--- config.mk ---
export PLATFORM = sky130hd
export DESIGN_NAME = lane_change_fsm
export DESIGN_NICKNAME = d
export VERILOG_FILES = /design/src/lcf_pkg.sv /design/src/lane_change_fsm.sv
export SDC_FILE = /design/constraint.sdc
export NUM_CORES = 1
export LEC_CHECK = 0
export BUFFER_PORTS_ARGS = -buffer_cell sky130_fd_sc_hd__buf_4
export CAP_MARGIN = 10
export CORE_ASPECT_RATIO = 1.25
export CORE_MARGIN = 5
export CORE_UTILIZATION = 45
export DETAILED_ROUTE_END_ITERATION = 7
export PLACE_DENSITY = 0.73
export SLEW_MARGIN = 5
export SYNTH_ARGS = -nofsm -noshare
export SYNTH_HDL_FRONTEND = slang
export SYNTH_SLANG_ARGS = --single-unit
--- constraint.sdc ---
create_clock -name clk -period 6.1 [get_ports clk]
set_input_delay 1.525 -clock clk [delete_from_list [all_inputs] [get_ports clk]]
set_output_delay 1.525 -clock clk [all_outputs]
set_load 0.01 [all_outputs]
--- src/lcf_pkg.sv ---
package lcf_pkg;

	// Default widths and fixed field widths
	localparam int PIXEL_BITS_DEF = 12;
	localparam int TIMER_BITS_DEF = 16;
	localparam int CHG_MS_BITS    = 16;
	localparam int CFG_IDX_BITS   = 2;
	localparam int CFG_DATA_BITS  = 16;
	localparam int FUNC_BITS      = 2;
	localparam int SIDE_BITS      = 2;
	localparam int OUT_DATA_BITS  = 8;

	// Hold times in milliseconds
	localparam int INIT_HOLD_MS = 500;
	localparam int DONE_HOLD_MS = 1000;

	// Register reset values
	localparam int MIN_LANE_WIDTH_RST = 200;
	localparam int SAFE_MARGIN_RST    = 50;
	localparam int MAX_CHANGE_MS_RST  = 5000;
	localparam int KEEP_THRESHOLD_RST = 30;

	typedef enum logic [2:0] {
		MODE_KEEP   = 3'd0,
		MODE_INIT_L = 3'd1,
		MODE_CHG_L  = 3'd2,
		MODE_INIT_R = 3'd3,
		MODE_CHG_R  = 3'd4,
		MODE_DONE   = 3'd5
	} mode_t;

	typedef enum logic [FUNC_BITS-1:0] {
		FUNC_FRAME   = 2'd0,
		FUNC_TICK    = 2'd1,
		FUNC_REQUEST = 2'd2,
		FUNC_ABORT   = 2'd3
	} func_t;

	typedef enum logic [CFG_IDX_BITS-1:0] {
		REG_MIN_LANE_WIDTH = 2'd0,
		REG_SAFE_MARGIN    = 2'd1,
		REG_MAX_CHANGE_MS  = 2'd2,
		REG_KEEP_THRESHOLD = 2'd3
	} reg_idx_t;

	localparam logic [SIDE_BITS-1:0] SIDE_LEFT  = 2'd1;
	localparam logic [SIDE_BITS-1:0] SIDE_RIGHT = 2'd2;

endpackage

--- src/lane_change_fsm.sv ---
// Lane-change sequencer with a one-word input register and a one-word result register.
// A word passes through the input register and then the result register before its result shows on m_tdata.
// Throughput: one word per cycle while m_tready holds; the state update is a single compare-and-select pass.
// Stall: while a result waits the input register takes one more word, then s_tready drops.
// Reset (arst_n low, asynchronous): mode to lane keeping, no pending request, timer zero,
// registers to min width 200, margin 50, timeout 5000 ms, threshold 30, both stages empty.
module lane_change_fsm
	import lcf_pkg::*;
#(
	parameter int PIXEL_BITS = PIXEL_BITS_DEF,
	parameter int TIMER_BITS = TIMER_BITS_DEF
) (
	input  logic                     clk,
	input  logic                     arst_n,
	// input stream
	input  logic                     s_tvalid,
	output logic                     s_tready,
	// lanes_detected, lane_width, left_distance, right_distance, direction, zero pad
	input  logic [((3*PIXEL_BITS+3+7)/8)*8-1:0] s_tdata,
	// func
	input  logic [FUNC_BITS-1:0]     s_tuser,
	// result stream
	output logic                     m_tvalid,
	input  logic                     m_tready,
	// state_code[2:0], changing, request_pending, zero pad
	output logic [OUT_DATA_BITS-1:0] m_tdata,
	// configuration writes
	input  logic                     cfg_valid,
	output logic                     cfg_ready,
	input  logic [CFG_IDX_BITS-1:0]  cfg_index,
	input  logic [CFG_DATA_BITS-1:0] cfg_data
);

	localparam int IN_BITS = 3*PIXEL_BITS + 3;
	localparam int CMP_W   = (TIMER_BITS > CHG_MS_BITS) ? TIMER_BITS : CHG_MS_BITS;

	// Field offsets inside the input word
	localparam int OFS_W   = 1;
	localparam int OFS_L   = 1 + PIXEL_BITS;
	localparam int OFS_R   = 1 + 2*PIXEL_BITS;
	localparam int OFS_DIR = 1 + 3*PIXEL_BITS;

	// Configuration registers
	logic [PIXEL_BITS-1:0]  min_lane_width_q;
	logic [PIXEL_BITS-1:0]  safe_margin_q;
	logic [CHG_MS_BITS-1:0] max_change_ms_q;
	logic [PIXEL_BITS-1:0]  keep_threshold_q;

	// Input register
	logic               valid_s1;
	func_t              func_s1;
	logic [IN_BITS-1:0] data_s1;

	// Result register
	logic                     valid_s2;
	logic [OUT_DATA_BITS-1:0] data_s2;

	// Sequencer state
	mode_t                 mode_q, mode_d;
	logic                  pending_q, pending_d;
	logic [SIDE_BITS-1:0]  side_q, side_d;
	logic [TIMER_BITS-1:0] elapsed_q, elapsed_d;

	// Unpacked fields of the word in stage 1
	logic                  seen;
	logic [PIXEL_BITS-1:0] lane_w, left_d, right_d;
	logic [SIDE_BITS-1:0]  dir;

	logic                  advance;
	logic                  lane_safe, lane_centred;
	logic                  init_over, done_over, change_over;
	logic [PIXEL_BITS:0]   two_l, two_r, w_ext, lim, diff_l, diff_r;

	assign cfg_ready = 1'b1;

	always_ff @(posedge clk or negedge arst_n) begin
		if (!arst_n) begin
			min_lane_width_q <= PIXEL_BITS'(MIN_LANE_WIDTH_RST);
			safe_margin_q    <= PIXEL_BITS'(SAFE_MARGIN_RST);
			max_change_ms_q  <= CHG_MS_BITS'(MAX_CHANGE_MS_RST);
			keep_threshold_q <= PIXEL_BITS'(KEEP_THRESHOLD_RST);
		end else if (cfg_valid) begin
			case (reg_idx_t'(cfg_index))
				REG_MIN_LANE_WIDTH: min_lane_width_q <= cfg_data[PIXEL_BITS-1:0];
				REG_SAFE_MARGIN:    safe_margin_q    <= cfg_data[PIXEL_BITS-1:0];
				REG_MAX_CHANGE_MS:  max_change_ms_q  <= cfg_data[CHG_MS_BITS-1:0];
				REG_KEEP_THRESHOLD: keep_threshold_q <= cfg_data[PIXEL_BITS-1:0];
				default: ;
			endcase
		end
	end

	// Stage 1 drains into the result register whenever that one is free or being taken
	assign advance  = valid_s1 && (!valid_s2 || m_tready);
	assign s_tready = !valid_s1 || advance;
	assign m_tvalid = valid_s2;
	assign m_tdata  = data_s2;

	always_ff @(posedge clk or negedge arst_n) begin
		if (!arst_n) begin
			valid_s1 <= 1'b0;
		end else if (s_tready) begin
			valid_s1 <= s_tvalid;
		end
	end

	// Payload needs no reset
	always_ff @(posedge clk) begin
		if (s_tready && s_tvalid) begin
			func_s1 <= func_t'(s_tuser);
			data_s1 <= s_tdata[IN_BITS-1:0];
		end
	end

	assign seen    = data_s1[0];
	assign lane_w  = data_s1[OFS_W +: PIXEL_BITS];
	assign left_d  = data_s1[OFS_L +: PIXEL_BITS];
	assign right_d = data_s1[OFS_R +: PIXEL_BITS];
	assign dir     = data_s1[OFS_DIR +: SIDE_BITS];

	// Target side must show more than the margin; only a seen, wide enough lane qualifies
	always_comb begin
		lane_safe = 1'b0;
		if (seen && (lane_w >= min_lane_width_q)) begin
			if (side_q == SIDE_LEFT) begin
				lane_safe = left_d > safe_margin_q;
			end else if (side_q == SIDE_RIGHT) begin
				lane_safe = right_d > safe_margin_q;
			end
		end
	end

	// Centered: |2*dist - width| below 2*threshold on both sides
	assign two_l  = {left_d, 1'b0};
	assign two_r  = {right_d, 1'b0};
	assign w_ext  = {1'b0, lane_w};
	assign lim    = {keep_threshold_q, 1'b0};
	assign diff_l = (two_l >= w_ext) ? (two_l - w_ext) : (w_ext - two_l);
	assign diff_r = (two_r >= w_ext) ? (two_r - w_ext) : (w_ext - two_r);
	assign lane_centred = seen && (diff_l < lim) && (diff_r < lim);

	assign init_over   = elapsed_q > TIMER_BITS'(INIT_HOLD_MS);
	assign done_over   = elapsed_q > TIMER_BITS'(DONE_HOLD_MS);
	assign change_over = CMP_W'(elapsed_q) > CMP_W'(max_change_ms_q);

	always_ff @(posedge clk or negedge arst_n) begin
		if (!arst_n) begin
			mode_q    <= MODE_KEEP;
			pending_q <= 1'b0;
			side_q    <= '0;
			elapsed_q <= '0;
		end else if (advance) begin
			mode_q    <= mode_d;
			pending_q <= pending_d;
			side_q    <= side_d;
			elapsed_q <= elapsed_d;
		end
	end

	// Next state: frames step the sequence, ticks advance the timer,
	// requests latch only while keeping, aborts drop everything
	always_comb begin
		mode_d    = mode_q;
		pending_d = pending_q;
		side_d    = side_q;
		elapsed_d = elapsed_q;
		case (func_s1)
			FUNC_FRAME: begin
				case (mode_q)
					MODE_KEEP: begin
						if (pending_q && lane_safe) begin
							pending_d = 1'b0;
							mode_d    = (side_q == SIDE_LEFT) ? MODE_INIT_L : MODE_INIT_R;
							elapsed_d = '0;
						end
					end
					MODE_INIT_L: begin
						if (init_over) begin
							mode_d    = MODE_CHG_L;
							elapsed_d = '0;
						end
					end
					MODE_INIT_R: begin
						if (init_over) begin
							mode_d    = MODE_CHG_R;
							elapsed_d = '0;
						end
					end
					MODE_CHG_L, MODE_CHG_R: begin
						if (lane_centred) begin
							mode_d    = MODE_DONE;
							elapsed_d = '0;
						end else if (change_over) begin
							mode_d    = MODE_KEEP;
							elapsed_d = '0;
						end
					end
					MODE_DONE: begin
						if (done_over) begin
							mode_d    = MODE_KEEP;
							elapsed_d = '0;
						end
					end
					default: ;
				endcase
			end
			FUNC_TICK: begin
				// saturate at all ones
				if (elapsed_q != '1) begin
					elapsed_d = elapsed_q + 1'b1;
				end
			end
			FUNC_REQUEST: begin
				if (mode_q == MODE_KEEP) begin
					pending_d = 1'b1;
					side_d    = dir;
				end
			end
			default: begin
				mode_d    = MODE_KEEP;
				pending_d = 1'b0;
				side_d    = '0;
				elapsed_d = '0;
			end
		endcase
	end

	always_ff @(posedge clk or negedge arst_n) begin
		if (!arst_n) begin
			valid_s2 <= 1'b0;
		end else if (advance) begin
			valid_s2 <= 1'b1;
		end else if (m_tready) begin
			valid_s2 <= 1'b0;
		end
	end

	always_ff @(posedge clk) begin
		if (advance) begin
			data_s2 <= {3'b000, pending_d, (mode_d != MODE_KEEP), mode_d};
		end
	end

`ifndef SYNTHESIS
	// A latched request only exists while keeping lane
	a_pending_only_keep: assert property (@(posedge clk) disable iff (!arst_n)
		pending_q |-> (mode_q == MODE_KEEP))
		else $error("request pending outside lane keeping");

	// Every state transition restarts the timer
	a_timer_cleared: assert property (@(posedge clk) disable iff (!arst_n)
		(mode_q != $past(mode_q)) |-> (elapsed_q == '0))
		else $error("timer not cleared on transition");

	// The changing flag of a result agrees with its state code
	a_changing_flag: assert property (@(posedge clk) disable iff (!arst_n)
		valid_s2 |-> (data_s2[3] == (data_s2[2:0] != MODE_KEEP)))
		else $error("changing flag disagrees with state code");

	// With the result register empty the input side must never stall
	a_no_false_stall: assert property (@(posedge clk) disable iff (!arst_n)
		!valid_s2 |-> s_tready)
		else $error("input stalled with empty result register");
`endif

endmodule
# Word-level counts from Yosys, hierarchy flattened

Index checks and enable logic that the tools add are counted.

Add/sub/neg operators: 5
$lt $le $gt $ge: 10
Equality and inequality tests: 20
Muxes and demuxes: 30
Bitwise logic cells: 2
Reduce and logical (&&, ||, !) cells: 25

Operator list:

| kind                    | count |
|---|---|
| $mux W16                | 6 |
| $pmux W16 S4            | 1 |
| $pmux W16 S3            | 1 |
| $ge A13 B12 Y1          | 2 |
| $lt A13 B13 Y1          | 2 |
| $mux W13                | 2 |
| $sub A12 B13 Y13        | 2 |
| $sub A13 B12 Y13        | 2 |
| $gt A12 B12 Y1          | 2 |
| $mux W3                 | 6 |
| $add A16 B1 Y16 const B | 1 |
| $gt A16 B10 Y1 const B  | 1 |
| $gt A16 B16 Y1          | 1 |
| $gt A16 B9 Y1 const B   | 1 |
| $ne A16 B16 Y1 const B  | 1 |
| $pmux W3 S5             | 1 |
| $ge A12 B12 Y1          | 1 |
| $ne A3 B3 Y1 const B    | 3 |
| $eq A2 B2 Y1 const B    | 4 |
| $mux W1                 | 8 |
| $reduce_and A2 Y1       | 4 |
| $reduce_and A8 Y1       | 1 |
| $reduce_or A2 Y1        | 4 |
| $eq A2 B1 Y1 const B    | 3 |
| other kinds (19)        | 32 |

Register bits: 122
Input port bits: 65
Output and inout port bits: 11
Word-level logic and storage cells: 105

# Longest topological paths before layout

Depth in word-level cells: 9
Depth in mapped cells: 23
Gate-level depth less buffers: 21

# Worst setup path after synthesis

OpenSTA, ideal clock, no wires.

Path type: reg-to-reg
Start point: register data_s1[2]
End point: register data_s2[3] (netlist: m_tdata[3]) (data pin)
Setup time: 0.283 ns
Arrival time: 4.741 ns
Data required time: 5.817 ns
Path slack: 1.076 ns
Stages on the path, launching flop included: 22
Buffers on the path: 0
Clock period less this slack: 5.024 ns
Path through: edfxtp_1 -> inv_1 -> ha_1 -> inv_1 -> fa_1 -> nor3b_1 -> a22oi_1 -> a22o_2 -> o21ai_0 -> a32oi_1 -> o311ai_1 -> a221oi_1 -> xnor2_1 -> ha_1 -> a21oi_1 -> nor2b_1 -> o21ai_0 -> or4b_1 -> nor4_2 -> a21oi_1 -> o311ai_0 -> nand4_1

Word-level cells in the longest chain between the ends: 9
Elaborated cells on any way between the ends: 21
Classes of those cells: 4 x add/sub; 5 x order compare; 7 x mux; 5 x reduce/logical

RTL lines:

| item                                     | line                   | text |
|---|---|---|
| start, declared                          | lane_change_fsm.sv:52  | `logic [IN_BITS-1:0] data_s1;` |
| start signal, assigned                   | lane_change_fsm.sv:111 | `data_s1 <= s_tdata[IN_BITS-1:0];` |
| $sub A12 B13 Y13 (tied with other cells) | lane_change_fsm.sv:138 | `assign diff_l = (two_l >= w_ext) ? (two_l - w_ext) : (w_ext - two_l);` |
| $mux W13                                 | lane_change_fsm.sv:138 |  |
| $lt A13 B13 Y1                           | lane_change_fsm.sv:140 | `assign lane_centred = seen && (diff_l < lim) && (diff_r < lim);` |
| $logic_and A1 B1 Y1 (2 in a row)         | lane_change_fsm.sv:140 |  |
| $mux W3                                  | lane_change_fsm.sv:190 | `if (lane_centred) begin` |
| $pmux W3 S5 *                            | lane_change_fsm.sv:169 | `case (mode_q)` |
| $pmux W3 S2 *                            | lane_change_fsm.sv:167 | `case (func_s1)` |
| $reduce_bool A3 Y1 *                     | lane_change_fsm.sv:240 | `data_s2 <= {3'b000, pending_d, (mode_d != MODE_KEEP), mode_d};` |
| end signal, assigned                     | lane_change_fsm.sv:240 |  |
| end, declared                            | lane_change_fsm.sv:56  | `logic [OUT_DATA_BITS-1:0] data_s2;` |

Every way passes the cells marked *; elsewhere a longest branch is shown, timed or not.
A chain may end at the register's enable or synchronous reset.

# Worst setup path after layout

Start point: register data_s1[3]
End point: register elapsed_q[5]

Word-level cells in the longest chain between the ends: 8
Elaborated cells on any way between the ends: 22
Classes of those cells: 4 x add/sub; 5 x order compare; 2 x eq/ne; 6 x mux; 5 x reduce/logical

RTL lines:

| item                                     | line                   | text |
|---|---|---|
| $sub A12 B13 Y13 (tied with other cells) | lane_change_fsm.sv:138 |  |
| $mux W13                                 | lane_change_fsm.sv:138 |  |
| $lt A13 B13 Y1                           | lane_change_fsm.sv:140 |  |
| $logic_and A1 B1 Y1 (2 in a row)         | lane_change_fsm.sv:140 |  |
| $mux W16                                 | lane_change_fsm.sv:190 |  |
| $pmux W16 S4                             | lane_change_fsm.sv:169 |  |
| $pmux W16 S3                             | lane_change_fsm.sv:167 |  |
| end signal, assigned                     | lane_change_fsm.sv:156 | `elapsed_q <= elapsed_d;` |
| end, declared                            | lane_change_fsm.sv:62  | `logic [TIMER_BITS-1:0] elapsed_q, elapsed_d;` |

Several ways; a longest one is shown, not always the timed one.

==> run summary <==
Synth top area share = 0.167
Largest family of logic cells by synthesized area = compound AO/OA/AOI/OAI gates
ANT nets after route = 0
Setup Skew = 0.0114 ns
Grt ovf = 0
DIE AREA = 23600 sq um
Non-filler cells, final = 1296
Startpoint class of the critical path = flop
EDFF count, synth = 46
Synth Area in Adders = 0.176
Synth Area in XOR/XNOR = 0.0198
Setup total negative slack = 0 ns
# rows = 58
Routed WL per cell = 18.5 um
Root buffer cell = clkbuf_16
Post-synthesis sequential area ratio = 0.356
Worst reg-to-reg setup slack = 0.34 ns
Worst min path class = flop to flop
First-pass GRT wire length = 37900 um
Core Region = 20200 sq um
Post-synth top area cell = ha_1
Vias in the first global route = 7514
Routed WL = 24000 um
VDD IR max = 0.000210 V
Gp weighted congestion = 0.950
Actual slew at the worst max-slew pin = 1.06 ns
Worst path required time = 6.39 ns
Initial Util = 0.460
Cell area power density = 273 nW/um^2
First DRT Iteration DRCs = 496
Reg clk slew, reported paths = 0.06 ns
Final Power = 2.92 mW
Final #Nets = 1206
Via count = 7475
Avg Cell Area, Syn = 9.83 sq um
Setup Buffers After CTS = 0
Hold buffer count at CTS = 0
Endpoints failing hold = 0
CTS Buf Count = 17
Chip height = 170 um
Reg area = 3300 sq um
1st-pass router iterations = 5
Total GRT Usage = 0.202
CTS Buffer Depth = 2
Top FF cell, synth = dfrtp_1
CTS sink count = 122
Fin util = 0.530
RSZ-0062 raised after global routing = no
Diode count = 0
Drt drc = 0
Dpl hpwl = 18700 um
Ys Warns = 0
Final period utilization = 0.944
Die outline width = 138 um
Layout cells sized above 1 = 0.194
Fmax = 0.174 GHz
Post-synthesis async set-or-reset flop share = 0.623
Hold WS = 0.497 ns
Dpl cells = 1264
CP Class = flop to flop
Leading post-synthesis cells by cell area = ha_1 (17%), dfrtp_1 (16%), edfxtp_1 (15%)
Final Slew Violations = 0
Compound-Gate Fraction of Synth Area = 0.201
Initial antenna violation count = 0
Relative slew slack = 0.290
Mux cell area share after synthesis = 0.0665
Max_cap viols = 0
Lkg Pwr = 4.95 nW
I/O Buffers = 70
Crit-path max FO = 14
Worst-Skew Late Latency = 0.43 ns
Final setup fails = 0
Htree depth = 4
Multi-input gate area = 5390 sq um
CTS tree = done
Fill cell count = 1842
Syn Inst Count = 943
Fin crit period = 5.76 ns
Flops & latches, synth = 122
Status = complete, no violations
Top Ports = 76
Largest net degree at the start of global routing = 77
Critical Path AT = 6.04 ns
Post-Synth Simple-Gate Area = 0.115
Post-synthesis cell area = 9270 sq um
Synth top cells by count = ha_1 (124), inv_1 (113), nand2_1 (70)
Crit end category = flop
Vias per inst = 5.77
Unique masters post-synth = 82
Area grow syn2layout = 15.4%
Most frequent cell after synthesis = ha_1
==> layer usage <==
metal,vias up,wire length (um),global-route usage,share of wire
met5,-,0,0,0
met4,0,949,0.0963,0.039
met2,185,12800,0.376,0.53
met1,3633,9390,0.225,0.39
met3,58,843,0.0316,0.035
li1,3599,-,-,-
==> stage by stage <==
stage	area, sq um	setup slack, ns
2_1_floorplan	9280	1.08
3_3_place_gp	10100	0.394
3_5_place_dp	10100	0.335
4_1_cts	10700	0.313
5_1_grt	10700	0.0558
6_report	10700	0.341
==> repair_timing <==
item,4_1_cts,5_1_grt
hold endpoints to repair,0,0
endpoints found under the setup margin,0,3
resized for setup,0,2
==> area by class of cell <==
type,instances,area share
Tap cell,270,0.0316
Timing Repair Buffer,84,0.0590
Sequential cell,122,0.309
Multi-Input combinational cell,675,0.504
Inverter,113,0.0397
Clock buffer,18,0.0411
Clock inverter,14,0.0159
==> report_power, final <==
| part | total (mW) | internal [mW] | switching [mW] |
|---|---|---|---|
| logic | 0.842 | 0.364 | 0.478 |
| clock network | 1.05 | 0.653 | 0.395 |
| registers | 1.03 | 0.966 | 0.0680 |
| total | 2.92 | 1.98 | 0.941 |
==> final timing paths <==
| kind | from | to | cells after the start |
|---|---|---|---|
| max in group asynchronous | arst_n | max_change_ms_q[2]$_DFFE_PN0P_ | 1 |
| min reg2reg | valid_s1$_DFFE_PN0N_ | m_tvalid$_DFFE_PN0P_ | 1 |
| max reg2reg | data_s1[3]$_DFFE_PP_ | elapsed_q[5]$_DFFE_PN0P_ | 21 |
| min | valid_s1$_DFFE_PN0N_ | m_tvalid$_DFFE_PN0P_ | 1 |
| max | data_s1[3]$_DFFE_PP_ | elapsed_q[5]$_DFFE_PN0P_ | 21 |
| min in group asynchronous | arst_n | elapsed_q[11]$_DFFE_PN0P_ | 1 |
==> sequential cells by signal, summed over array words and instances (netlist names), 3 cells and up <==
| register | cells |
|---|---|
| keep_threshold_q | 12 |
| m_tdata | 5 |
| mode_q | 3 |
| elapsed_q | 16 |
| max_change_ms_q | 16 |
| safe_margin_q | 12 |
| min_lane_width_q | 12 |
| data_s1 | 39 |
==> kinds of logic after synthesis <==
| kind of cell | Yosys count |
|---|---|
| AOI/OAI and AO/OA | 262 |
| xor gates and xnor gates | 21 |
| adders and majority gates | 128 |
| buffers and inverters | 148 |
| DFF | 122 |
| muxes | 56 |
| other | 2 |
| and+or+nand+nor | 204 |
==> critical path, cell delays in order, from the launching register on <==
cell and delay (ns):
edfxtp_1 0.55, inv_1 0.13, ha_1 0.39, nand4b_1 0.21, nor3_2 0.09, a2111o_1 0.37, or3_1 0.40, a32oi_1 0.37
o311ai_1 0.15, a221oi_1 0.32, xnor2_1 0.23, ha_1 0.31, a21oi_1 0.17, nor2b_1 0.06, o21ai_0 0.12, or4b_1 0.51
nor4_4 0.30, buf_4 0.19, a21boi_2 0.05, buf_4 0.18, o311ai_0 0.39, o41ai_2 0.13
==> placed cells by master, fill, tap and decap left out, types with 5 or more instances in the layout <==
cell	netlist	routed
nand4_1	20	20
nor2b_1	7	7
xnor2_1	14	14
nor3_1	5	5
o31ai_1	6	6
mux2i_1	11	11
dfrtp_1	61	61
buf_4	5	84
dfstp_2	15	15
mux2_2	45	45
ha_1	124	124
a21oi_1	59	59
o311ai_0	12	11
clkbuf_16	0	17
o21ai_0	50	50
edfxtp_1	46	46
nand2b_1	7	7
xor2_1	7	7
inv_1	113	113
nand2_1	70	70
a21o_1	34	34
a211o_1	6	6
o211ai_1	9	9
nand3b_1	6	6
nand4b_1	5	5
nor2_1	26	26
a221oi_1	5	5
o41ai_1	14	14
a211oi_1	7	7
a31oi_1	7	7
nand3_1	22	22
and3_1	5	5
Power figures use the tool's default switching activity.
